## config.mk

```make
export PLATFORM = sky130hd
export DESIGN_NAME = c8_ctrl
export DESIGN_NICKNAME = d
export VERILOG_FILES = /design/src/rtl/c8_pkg.sv /design/src/rtl/c8_ctrl.sv
export SDC_FILE = /design/constraint.sdc
export NUM_CORES = 1
export LEC_CHECK = 0
export BUFFER_PORTS_ARGS = -buffer_cell sky130_fd_sc_hd__clkbuf_2
export CAP_MARGIN = 20
export CORE_MARGIN = 2
export CORE_UTILIZATION = 55
export CTS_BUF_LIST = sky130_fd_sc_hd__clkbuf_8
export CTS_CLUSTER_DIAMETER = 100
export DETAILED_ROUTE_END_ITERATION = 8
export MAX_ROUTING_LAYER = met4
export PLACE_DENSITY = 0.81
export SLEW_MARGIN = 25
export SYNTH_ARGS = -nofsm -noshare
export SYNTH_HDL_FRONTEND = slang
export SYNTH_SLANG_ARGS = --single-unit
```

## constraint.sdc

```tcl
create_clock -name clk -period 2.42 [get_ports clk]
set_input_delay 0.242 -clock clk [delete_from_list [all_inputs] [get_ports clk]]
set_output_delay 0.242 -clock clk [all_outputs]
set_load 0.01 [all_outputs]
```

## src/rtl/c8_pkg.sv

```systemverilog
`timescale 1ns / 1ps
// ----------------------------------------------------------------------------
// c8_pkg
// Shared constants, opcodes, font table and controller/datapath types.
// ----------------------------------------------------------------------------
package c8_pkg;

  localparam int STACK_DEPTH  = 16;
  localparam int PROGRAM_BASE = 512;
  localparam int FONT_BASE    = 80;

  localparam int SP_W = $clog2(STACK_DEPTH + 1);
  localparam int SI_W = $clog2(STACK_DEPTH);

  localparam int MEM_DEPTH = 4096;
  localparam int MEM_AW    = 12;
  localparam int FB_ROWS   = 32;
  localparam int FB_AW     = 5;
  localparam int NUM_REGS  = 16;
  localparam int REG_AW    = 4;
  localparam int BCD_DIGITS = 3;

  localparam int GLYPH_N = 80;
  localparam logic [7:0] GLYPHS [GLYPH_N] = '{
    8'hF0, 8'h90, 8'h90, 8'h90, 8'hF0, 8'h20, 8'h60, 8'h20, 8'h20, 8'h70,
    8'hF0, 8'h10, 8'hF0, 8'h80, 8'hF0, 8'hF0, 8'h10, 8'hF0, 8'h10, 8'hF0,
    8'h90, 8'h90, 8'hF0, 8'h10, 8'h10, 8'hF0, 8'h80, 8'hF0, 8'h10, 8'hF0,
    8'hF0, 8'h80, 8'hF0, 8'h90, 8'hF0, 8'hF0, 8'h10, 8'h20, 8'h40, 8'h40,
    8'hF0, 8'h90, 8'hF0, 8'h90, 8'hF0, 8'hF0, 8'h90, 8'hF0, 8'h10, 8'hF0,
    8'hF0, 8'h90, 8'hF0, 8'h90, 8'h90, 8'hE0, 8'h90, 8'hE0, 8'h90, 8'hE0,
    8'hF0, 8'h80, 8'h80, 8'h80, 8'hF0, 8'hE0, 8'h90, 8'h90, 8'h90, 8'hE0,
    8'hF0, 8'h80, 8'hF0, 8'h80, 8'hF0, 8'hF0, 8'h80, 8'hF0, 8'h80, 8'h80
  };

  localparam logic [1:0] MODE_EXEC  = 2'd0;
  localparam logic [1:0] MODE_WRITE = 2'd1;
  localparam logic [1:0] MODE_READ  = 2'd2;
  localparam logic [1:0] MODE_ROW   = 2'd3;

  localparam logic [3:0] OP_SYS    = 4'h0;
  localparam logic [3:0] OP_JP     = 4'h1;
  localparam logic [3:0] OP_CALL   = 4'h2;
  localparam logic [3:0] OP_SE_I   = 4'h3;
  localparam logic [3:0] OP_SNE_I  = 4'h4;
  localparam logic [3:0] OP_SE_R   = 4'h5;
  localparam logic [3:0] OP_LD_I   = 4'h6;
  localparam logic [3:0] OP_ADD_I  = 4'h7;
  localparam logic [3:0] OP_ALU    = 4'h8;
  localparam logic [3:0] OP_SNE_R  = 4'h9;
  localparam logic [3:0] OP_LD_IDX = 4'hA;
  localparam logic [3:0] OP_JP_OFS = 4'hB;
  localparam logic [3:0] OP_RND    = 4'hC;
  localparam logic [3:0] OP_DRW    = 4'hD;
  localparam logic [3:0] OP_KEY    = 4'hE;
  localparam logic [3:0] OP_MISC   = 4'hF;

  localparam logic [3:0] ALU_MOV  = 4'h0;
  localparam logic [3:0] ALU_OR   = 4'h1;
  localparam logic [3:0] ALU_AND  = 4'h2;
  localparam logic [3:0] ALU_XOR  = 4'h3;
  localparam logic [3:0] ALU_ADD  = 4'h4;
  localparam logic [3:0] ALU_SUB  = 4'h5;
  localparam logic [3:0] ALU_SHR  = 4'h6;
  localparam logic [3:0] ALU_SUBN = 4'h7;
  localparam logic [3:0] ALU_SHL  = 4'hE;

  localparam logic [7:0] KEY_SKP  = 8'h9E;
  localparam logic [7:0] KEY_SKNP = 8'hA1;

  localparam logic [7:0] F_GET_DT   = 8'h07;
  localparam logic [7:0] F_WAIT_KEY = 8'h0A;
  localparam logic [7:0] F_SET_DT   = 8'h15;
  localparam logic [7:0] F_SET_ST   = 8'h18;
  localparam logic [7:0] F_ADD_IDX  = 8'h1E;
  localparam logic [7:0] F_FONT     = 8'h29;
  localparam logic [7:0] F_BCD      = 8'h33;
  localparam logic [7:0] F_STORE    = 8'h55;
  localparam logic [7:0] F_LOAD     = 8'h65;

  localparam logic [15:0] INS_CLS = 16'h00E0;
  localparam logic [15:0] INS_RET = 16'h00EE;
  localparam logic [11:0] PC_UNDERFLOW = 12'hFFF;
  localparam logic [3:0]  REG_VF = 4'hF;

  typedef enum logic [4:0] {
    ACT_NONE,
    ACT_INIT,
    ACT_ACCEPT,
    ACT_CAPTURE,
    ACT_FETCH_HI,
    ACT_FETCH_LO,
    ACT_READ_Y,
    ACT_READ_V0,
    ACT_LATCH_V0,
    ACT_EXEC,
    ACT_FLAG,
    ACT_CLEAR,
    ACT_RETURN,
    ACT_BCD,
    ACT_STORE_RD,
    ACT_STORE_WR,
    ACT_LOAD_RD,
    ACT_LOAD_WR,
    ACT_DRAW_RD,
    ACT_DRAW_WR,
    ACT_RESULT
  } act_t;

  typedef struct packed {
    logic [1:0] mode;
    logic [3:0] op;
    logic [3:0] n;
    logic [7:0] nn;
    logic       is_cls;
    logic       is_ret;
    logic       stack_empty;
    logic       init_last;
    logic       clear_last;
    logic       bcd_last;
    logic       block_last;
    logic       draw_last;
  } sts_t;

endpackage

```

## src/rtl/c8_ctrl.sv

```systemverilog
`timescale 1ns / 1ps
// ----------------------------------------------------------------------------
// c8_ctrl
// Sequencer: runs fetch, operand reads and execute, or an access, per item.
// ----------------------------------------------------------------------------
module c8_ctrl import c8_pkg::*; (
  input  logic clk,
  input  logic rst_n,
  input  logic in_valid,
  output logic in_ready,
  output logic out_valid,
  input  logic out_ready,
  input  sts_t sts,
  output act_t act
);

  typedef enum logic [19:0] {
    ST_INIT     = 20'h00001,
    ST_IDLE     = 20'h00002,
    ST_CAPTURE  = 20'h00004,
    ST_FETCH_HI = 20'h00008,
    ST_FETCH_LO = 20'h00010,
    ST_READ_Y   = 20'h00020,
    ST_READ_V0  = 20'h00040,
    ST_LATCH_V0 = 20'h00080,
    ST_EXEC     = 20'h00100,
    ST_FLAG     = 20'h00200,
    ST_CLEAR    = 20'h00400,
    ST_RETURN   = 20'h00800,
    ST_BCD      = 20'h01000,
    ST_STORE_RD = 20'h02000,
    ST_STORE_WR = 20'h04000,
    ST_LOAD_RD  = 20'h08000,
    ST_LOAD_WR  = 20'h10000,
    ST_DRAW_RD  = 20'h20000,
    ST_DRAW_WR  = 20'h40000,
    ST_DONE     = 20'h80000
  } state_t;

  state_t state_r, state_nxt;
  logic   out_valid_r, out_valid_nxt;

  always_comb begin
    state_nxt = state_r;
    act       = ACT_NONE;
    in_ready  = 1'b0;
    case (state_r)
      ST_INIT: begin
        act = ACT_INIT;
        if (sts.init_last) state_nxt = ST_IDLE;
      end
      ST_IDLE: begin
        in_ready = 1'b1;
        if (in_valid) begin
          act = ACT_ACCEPT;
          case (sts.mode)
            MODE_EXEC:  state_nxt = ST_FETCH_HI;
            MODE_WRITE: state_nxt = ST_DONE;
            default:    state_nxt = ST_CAPTURE;
          endcase
        end
      end
      ST_CAPTURE: begin
        act = ACT_CAPTURE;
        state_nxt = ST_DONE;
      end
      ST_FETCH_HI: begin
        act = ACT_FETCH_HI;
        state_nxt = ST_FETCH_LO;
      end
      ST_FETCH_LO: begin
        act = ACT_FETCH_LO;
        state_nxt = ST_READ_Y;
      end
      ST_READ_Y: begin
        act = ACT_READ_Y;
        state_nxt = ST_READ_V0;
      end
      ST_READ_V0: begin
        act = ACT_READ_V0;
        state_nxt = ST_LATCH_V0;
      end
      ST_LATCH_V0: begin
        act = ACT_LATCH_V0;
        state_nxt = ST_EXEC;
      end
      ST_EXEC: begin
        act = ACT_EXEC;
        state_nxt = ST_DONE;
        case (sts.op)
          OP_SYS: begin
            if (sts.is_cls) state_nxt = ST_CLEAR;
            else if (sts.is_ret && !sts.stack_empty) state_nxt = ST_RETURN;
          end
          OP_ALU: begin
            if (sts.n inside {ALU_ADD, ALU_SUB, ALU_SHR, ALU_SUBN, ALU_SHL}) begin
              state_nxt = ST_FLAG;
            end
          end
          OP_DRW: begin
            // zero-height sprite only clears VF
            state_nxt = (sts.n == 4'd0) ? ST_FLAG : ST_DRAW_RD;
          end
          OP_MISC: begin
            case (sts.nn)
              F_ADD_IDX: state_nxt = ST_FLAG;
              F_BCD:     state_nxt = ST_BCD;
              F_STORE:   state_nxt = ST_STORE_RD;
              F_LOAD:    state_nxt = ST_LOAD_RD;
              default:   state_nxt = ST_DONE;
            endcase
          end
          default: state_nxt = ST_DONE;
        endcase
      end
      ST_FLAG: begin
        act = ACT_FLAG;
        state_nxt = ST_DONE;
      end
      ST_CLEAR: begin
        act = ACT_CLEAR;
        if (sts.clear_last) state_nxt = ST_DONE;
      end
      ST_RETURN: begin
        act = ACT_RETURN;
        state_nxt = ST_DONE;
      end
      ST_BCD: begin
        act = ACT_BCD;
        if (sts.bcd_last) state_nxt = ST_DONE;
      end
      ST_STORE_RD: begin
        act = ACT_STORE_RD;
        state_nxt = ST_STORE_WR;
      end
      ST_STORE_WR: begin
        act = ACT_STORE_WR;
        state_nxt = sts.block_last ? ST_DONE : ST_STORE_RD;
      end
      ST_LOAD_RD: begin
        act = ACT_LOAD_RD;
        state_nxt = ST_LOAD_WR;
      end
      ST_LOAD_WR: begin
        act = ACT_LOAD_WR;
        state_nxt = sts.block_last ? ST_DONE : ST_LOAD_RD;
      end
      ST_DRAW_RD: begin
        act = ACT_DRAW_RD;
        state_nxt = ST_DRAW_WR;
      end
      ST_DRAW_WR: begin
        act = ACT_DRAW_WR;
        state_nxt = sts.draw_last ? ST_FLAG : ST_DRAW_RD;
      end
      ST_DONE: begin
        if (!out_valid_r || out_ready) begin
          act = ACT_RESULT;
          state_nxt = ST_IDLE;
        end
      end
      default: state_nxt = ST_IDLE;
    endcase
  end

  always_comb begin
    if (act == ACT_RESULT) out_valid_nxt = 1'b1;
    else if (out_ready)    out_valid_nxt = 1'b0;
    else                   out_valid_nxt = out_valid_r;
  end

  always_ff @(posedge clk) begin
    if (!rst_n) begin
      state_r     <= ST_INIT;
      out_valid_r <= 1'b0;
    end else begin
      state_r     <= state_nxt;
      out_valid_r <= out_valid_nxt;
    end
  end

  assign out_valid = out_valid_r;

endmodule

```

==> results.md, run 1 <==
* # diodes at 0
* Most common cell in the netlist: nor2_1
* Routed len/inst at between 15 and 20 um
* Prevailing post-synth register cell: dfxtp_1
* Critical Path Most Common Cell: nand4_1
* Failing checks: negative setup slack
* Post-synth EDFFs at 0
* Worst skew pair latency at ~0.27 ns
* Detail Route Antenna Nets at 0
* Hold Path Class: in2reg
* Mux share of post-synthesis cell area at 0%
* CP startpoint kind: register
* Post-Syn Nets at between 200 and 250
* Top post-synthesis cells by area: dfxtp_1 27%, nor4_4 6.9%, nor2_1 6.4%, nand4_1 4.1%, nor3_1 3.9%
* CTS tree: yes
* Post-synthesis xor/xnor area fraction at approximately 2.9%
* CTS clk-pin slew, worst paths at about 0.080 ns
* P_leak at approximately 0.88 nW
* Remaining Overflow, GRT at 0
* Share of the synthesized area in the top cell type at ~27%
* Post-Synth Adder-Cell Area at 0%
* Simple-gate portion of the synthesized area at a little over half
* Largest family of logic cells by synthesized area: simple AND/OR/NAND/NOR gates
* H-Tree Level Count at 1
* Status: finished with violations
* Initial DRT Pass Iterations at 5
* Post-DP HPWL at roughly 3500 um
* R2R Path Start: state_r[15]
* Number of clock sinks at 21
* Post-synthesis compound-gate area fraction at 14.62%
* Initial antenna violation count at 0
* Final #Nets at 280
* Initial core utilization at between 50 and 60%
* Crit-path max cell delay at 0.61 ns
* Final hold vios at 0
* Std-Cell Rows at 19
* #FFs+latches synth at 21
* Final weighted congestion in routability-driven placement at ~0.95
* Clock root cell: clkbuf_8
* Non-Filler Instances at 280
* Endpoint class of the critical path: output pin
* Peak supply drop at about 0.00026 V
* RSZ-0062 raised after global routing: yes
* Slew margin rel. at about 63%
* Tcrit/Tclk final at 103.7%
* Hold Buf Count CTS at 0
* Ports at 37
* Synthesized area per cell at between 8 and 9 um2
* Core Box Area at around 2700 um2
* Min Tclk post-route at roughly 2.5 ns
* Hold slack at 0.1555 ns
* Yosys top cell by area: dfxtp_1
* DR vias at roughly 1,900
* CP max stage cell: or4b_4
* Total Power at between 0.7 and 0.8 mW
* Largest net degree at the start of global routing at 12
* First-pass GRT wire length at around 7300 um
* Hold endpoint: state_r[3]
* GRT Total Usage at 29.87%
* Die Ht at roughly 57 um
* Synth async-reset ratio at 0%
* Final WL at 5083 um
* Worst-path fanout max at 4
* R2R depth at 7
* Vias in the first global route at around 1,700
* Max Freq at 398.5 MHz
* Via/cell ratio at between 6 and 7
* Critical path type: reg2out
* Critical path, cell by cell: nor4_4 -> nand4_1 -> or4b_4 -> nand2_2 -> a311oi_2 -> nand4_1 -> buf_2
* Hold Startpoint: sts[24]
* Hold Path Cell Cnt at 2
* Clock skew at between 0.007 and 0.008 ns
* Worst R2R Setup Slack at ~0.070 ns
* Max-cap violation count at 0
* Syn Inst Count at around 190
* Power per cell area at about 360 nW/um2
* Layout area overhead at 34.07%
* Port buffer count at 36
* Slew Viols, Final at 0
* Chip Width at around 57 um
* Syn Std Cell Area at 1531 um2
* Worst Path Required at ~2.2 ns
* CTS Buf Count at 3
* Post-synthesis sequential area ratio at a little over a quarter
* Commonest cells in the netlist: 26 x nor2_1, 21 x dfxtp_1, 13 x nand2_1
* Share of post-route cells with drive strength above 1 at between 30 and 40%
* Worst Max-Slew Pin Slew at between 0.5 and 0.6 ns
* Ys Warns at 0
* Initial DRC count at approximately 180
* DRC Markers at 0
* Final setup viols at 4
* Fin worst setup slack at -0.08973 ns
* CTS max path bufs at 2
* Worst endpoint data arrival time at between 2 and 2.5 ns
* Cell variety after synth at 48
* Critical R2R Capture: state_r[19]
* Die area at between 3000 and 4000 um2
* Placed cells at approximately 260
-- flip-flops by register name, indices dropped and copies added (netlist names) --
name       flops
state_r       20
out_valid      1
-- kinds of logic after synthesis --
logic type,count (synthesis)
xor+xnor,5
compound gates,32
buf+inv,10
simple gates,120
flops,21
-- worst max-delay path by stage --
stage / start / endpoint / slack (ns)
5_1_grt: state_r[3] / act[0] / -0.15
4_1_cts: state_r[8] / act[0] / -0.02
6_report: state_r[3] / act[0] / -0.09
3_5_place_dp: state_r[12] / act[0] / 0.10
3_3_place_gp: state_r[12] / act[0] / 0.19
2_1_floorplan: state_r[5] / act[0] / 0.22
-- layout make-up --
type                       instances  area [um2]
multi-input combinational        157        1137
fill                             190       656.9
clock inverter                     1       3.754
timing repair buffer              60       366.6
clock buffer                       3       41.29
inverter                           7       26.28
tap                               31       38.79
sequential                        21       439.2
-- metal layers --
| metal | global-route usage, % | wire length (um) | part of all wire [%] | up-vias |
|---|---|---|---|---|
| met4 | 15.28 | 295 | 5.8 | 0 |
| met1 | 34.33 | 1895 | 37 | 857 |
| met3 | 3.456 | 514 | 10 | 32 |
| met5 | - | 0 | 0 | - |
| li1 | - | - | - | 854 |
| met2 | 51.00 | 2377 | 47 | 150 |
-- through the flow --
stage,TNS (ns),instance area (um2),worst slack [ns],utilization [%]
after floorplan,0,1531,0.2176,-
after global placement,0,1799,0.1875,66.39
after detailed placement,0,1799,0.1010,66.39
after CTS,-0.01817,1891,-0.01817,69.76
after global routing,-0.3734,2053,-0.1466,75.76
final,-0.1786,2053,-0.08973,75.76
-- where the power goes --
part | leakage (nW) | internal [mW] | switching [mW]
sequential | 0.175 | 0.346 | 0.00649
clock | 0.0269 | 0.113 | 0.123
combinational | 0.682 | 0.0712 | 0.0822
-- timing repair --
item	4_1_cts	5_1_grt
pin swaps	5	12
endpoints found under the setup margin	4	5
setup buffers	4	11
gates resized for setup	5	26
hold endpoints to repair	0	0
-- placed cells by master (no fill, tap or decap), types with 4 or more instances in the layout --
cell	netlist	routed
nand4_1	10	10
nand2_1	13	12
and3_1	4	4
dfxtp_1	21	12
nor3_1	12	10
inv_1	7	8
nand3_1	5	4
o21ai_0	7	7
xor2_1	4	4
nor4_4	5	7
nand3b_1	5	5
dfxtp_2	0	6
nor2_1	26	26
clkbuf_2	0	32
buf_4	0	24
a31oi_1	5	5
-- critical path: cells and delay by family, from the launching register on --
kind | cells | cell delay [ns]
buffers and inverters | 1 | 0.13
AOI/OAI and AO/OA | 1 | 0.04
DFF | 1 | 0.37
and+or+nand+nor | 5 | 1.45
Note: power is estimated with default switching activity, not from simulation.
==> inputs of run 2 (changes only) <==
CELL_PAD_IN_SITES_DETAIL_PLACEMENT = 1   (was not set)
CELL_PAD_IN_SITES_GLOBAL_PLACEMENT = 1   (was not set)
CORE_UTILIZATION = 40   (was 55)
PLACE_DENSITY = 0.8   (was 0.81)
RECOVER_POWER = 50   (was not set)
==> run 2 against run 1 <==
  * Setup slack improved by 0.0059 ns
  * Non-clock buffer count decreased by 1
  * Routed wire length increased by 22%
  * Largest cell class unchanged
  * Sequential share of layout area decreased by 0.52 points
  * Cell area increased by 2.2%
  * Critical endpoint unchanged
  * The run still ends with negative setup slack left
  * Critical path type unchanged
  * Utilization decreased by 18 points
==> results.md, run 2 (synthesis results as in run 1) <==
* Status: finished with violations
* Failing checks: negative setup slack
* Chip Width at 65.88 um (+16%)
* Filler Cells Inserted at 458 (+140%)
* Remaining Overflow, GRT at 0 (unchanged)
* Power share of the clock group at 32.2% (+0.4 points)
* Sw power at 0.2211 mW (+4.4%)
* Slew Viols, Final at 0 (unchanged)
* Worst endpoint data arrival time at 2.26 ns (about the same)
* Power per cell area at 359.6 nW/um2 (-0.63%)
* Net Sw Frac at 29.31% (+0.80 points)
* Post-DP HPWL at 4319 um (+24%)
* Sequential power share at 47.0% (-0.5 points)
* Initial antenna violation count at 0 (unchanged)
* Final Core Density at 57.31% (-18 points)
* CP top delay family: simple AND/OR/NAND/NOR gates
* Logic pwr share at 20.8% (about the same)
* CTS Buf Count at 3 (unchanged)
* Final hold vios at 0 (unchanged)
* Via/cell ratio at 6.257 (-7.5%)
* Critical path, cell by cell: nor4_4 -> buf_4 -> nand4_1 -> buf_6 -> nor3_2 -> and3b_2 -> a311oi_1 -> nand4_1 -> clkbuf_2
* Fin area at 2098 um2 (+2.2%)
* Grt met2 use at 50.13% (-0.87 points)
* Die Ht at 65.88 um (+16%)
* Biggest register: state_r
* Final WL at 6215 um (+22%)
* CTS clk-pin slew, worst paths at 0.08 ns (about the same)
* Initial core utilization at 41.83% (-15 points)
* Commonest non-fill, non-tap cell in the layout: clkbuf_2
* Share of post-route cells with drive strength above 1 at 39.52% (+1.8 points)
* Vias in the first global route at 1,881 (+13%)
* Routed len/inst at 21.00 um (+16%)
* Port buffer count at 36 (unchanged)
* CTS max path bufs at 2 (unchanged)
* P_leak at 0.8811 nW (-0.25%)
* Worst skew pair latency at 0.27 ns (about the same)
* Worst Max-Slew Pin Slew at 0.5690 ns (+0.02192 ns)
* CTS tree: yes
* GRT Total Usage at 27.67% (-2.2 points)
* Detail Route Antenna Nets at 0 (unchanged)
* Internal power at 0.5333 mW (+0.41%)
* Largest net degree at the start of global routing at 12 (unchanged)
* Total negative slack at -0.2277 ns (-0.04913 ns)
* CP max stage cell: nor4_4
* GR Util met3 at 3.237% (-0.22 points)
* Die area at 4340 um2 (+35%)
* Slew margin rel. at 61.97% (-1.0 points)
* Critical path type: reg2out
* Max Freq at 399.4 MHz (+0.24%)
* Fin worst setup slack at -0.08382 ns (+0.005908 ns)
* Total Power at 0.7545 mW (+1.5%)
* Initial DRT Pass Iterations at 4 (-1)
* Most Crowded Layer GR: met2
* RSZ-0062 raised after global routing: yes
* Worst-path fanout max at 4 (unchanged)
* Hold Buf Count CTS at 0 (unchanged)
* First-pass GRT wire length at 8901 um (+22%)
* Number of clock sinks at 21 (unchanged)
* Area of the multi-input gates at 1157 um2 (+1.8%)
* Hold slack at 0.1367 ns (-0.01877 ns)
* H-Tree Level Count at 1 (unchanged)
* Placed Area at 1828 um2 (+1.6%)
* Core Box Area at 3661 um2 (+35%)
* Final weighted congestion in routability-driven placement at 0.8824 (-6.9%)
* Endpoint class of the critical path: output pin
* Std-Cell Rows at 22 (+3)
* # diodes at 0 (unchanged)
* Crit-path max cell delay at 0.39 ns (-0.22 ns)
* Peak supply drop at 0.0001973 V (-24%)
* Placed cells at 279 (+6.9%)
* Max-cap violation count at 0 (unchanged)
* DRC Markers at 0 (unchanged)
* Clock root cell: clkbuf_8
* Ports at 37 (unchanged)
* Min Tclk post-route at 2.504 ns (-0.005908 ns)
* Final setup viols at 4 (unchanged)
* Hold Path Class: in2reg
* Most frequent cells in the layout: 32 x clkbuf_2, 26 x nor2_1, 21 x buf_4
* Clock skew at 0.006072 ns (-0.001455 ns)
* Place WS at -0.03201 ns (-0.1330 ns)
* CP startpoint kind: register
* Layout area overhead at 37.01%
* CP bufs+invs at 3 (+2)
* Met1 usage at 29.63% (-4.7 points)
* Sequential cell area at 437.9 um2 (-0.28%)
* Worst Path Required at 2.18 ns (about the same)
* Tcrit/Tclk final at 103.5% (-0.24 points)
* Initial DRC count at 89 (-51%)
* Final #Nets at 279 (-0.36%)
* Largest register FFs at 20 (unchanged)
* DR vias at 1,852 (-2.2%)
* Non-Filler Instances at 296 (+5.7%)
* Critical Path Most Common Cell: nand4_1
[run 2: cell count changes in the layout (fill, tap and decap cells not counted), moves of 2 or more]
cell | before | now
buf_4 | 24 | 21
buf_6 | 1 | 4
buf_2 | 3 | 1
dfxtp_2 | 6 | 8
nor4b_1 | 3 | 1
nor4b_2 | 0 | 2
[run 2: power groups by stage]
stage / clock [mW] / sequential, mW / combinational (mW)
2_1_floorplan: 0 / 0.363 / 0.0674
3_3_place_gp: 0 / 0.364 / 0.126
3_5_place_dp: 0 / 0.364 / 0.133
4_1_cts: 0.236 / 0.355 / 0.138
5_1_grt: 0.255 / 0.355 / 0.170
6_report: 0.243 / 0.354 / 0.157
[run 2: final timing paths]
| path | start | end | slack, ns | cells after the start |
|---|---|---|---|---|
| max reg2reg | state_r[14] | state_r[19] | -0.05 | 8 |
| min | sts[24] | state_r[3] | 0.14 | 2 |
| max | state_r[2] | act[0] | -0.08 | 9 |
| min reg2reg | state_r[7] | state_r[8] | 0.58 | 2 |
[run 2: repair_timing]
item,4_1_cts,5_1_grt
endpoints found under the setup margin,6,7
buffers inserted,6,7
resized for setup,11,27
cloned,0,0
pin swaps,7,9
[run 2: routing by layer]
metal	vias to the layer above	routed length [um]	share of wire [%]
met1	905	2409	39
met5	-	0	0
met2	78	3250	52
met4	0	233	3.7
met3	22	321	5.2
li1	847	-	-
[run 2: layout make-up]
class                           count  share of cell area [%]
Timing Repair Buffer               59                   17.71
Multi-Input combinational cell    157                   55.16
Clock inverter                      1                  0.1789
Tap cell                           48                   2.862
Sequential cell                    21                   20.87
Clock buffer                        3                   1.968
Inverter                            7                   1.252
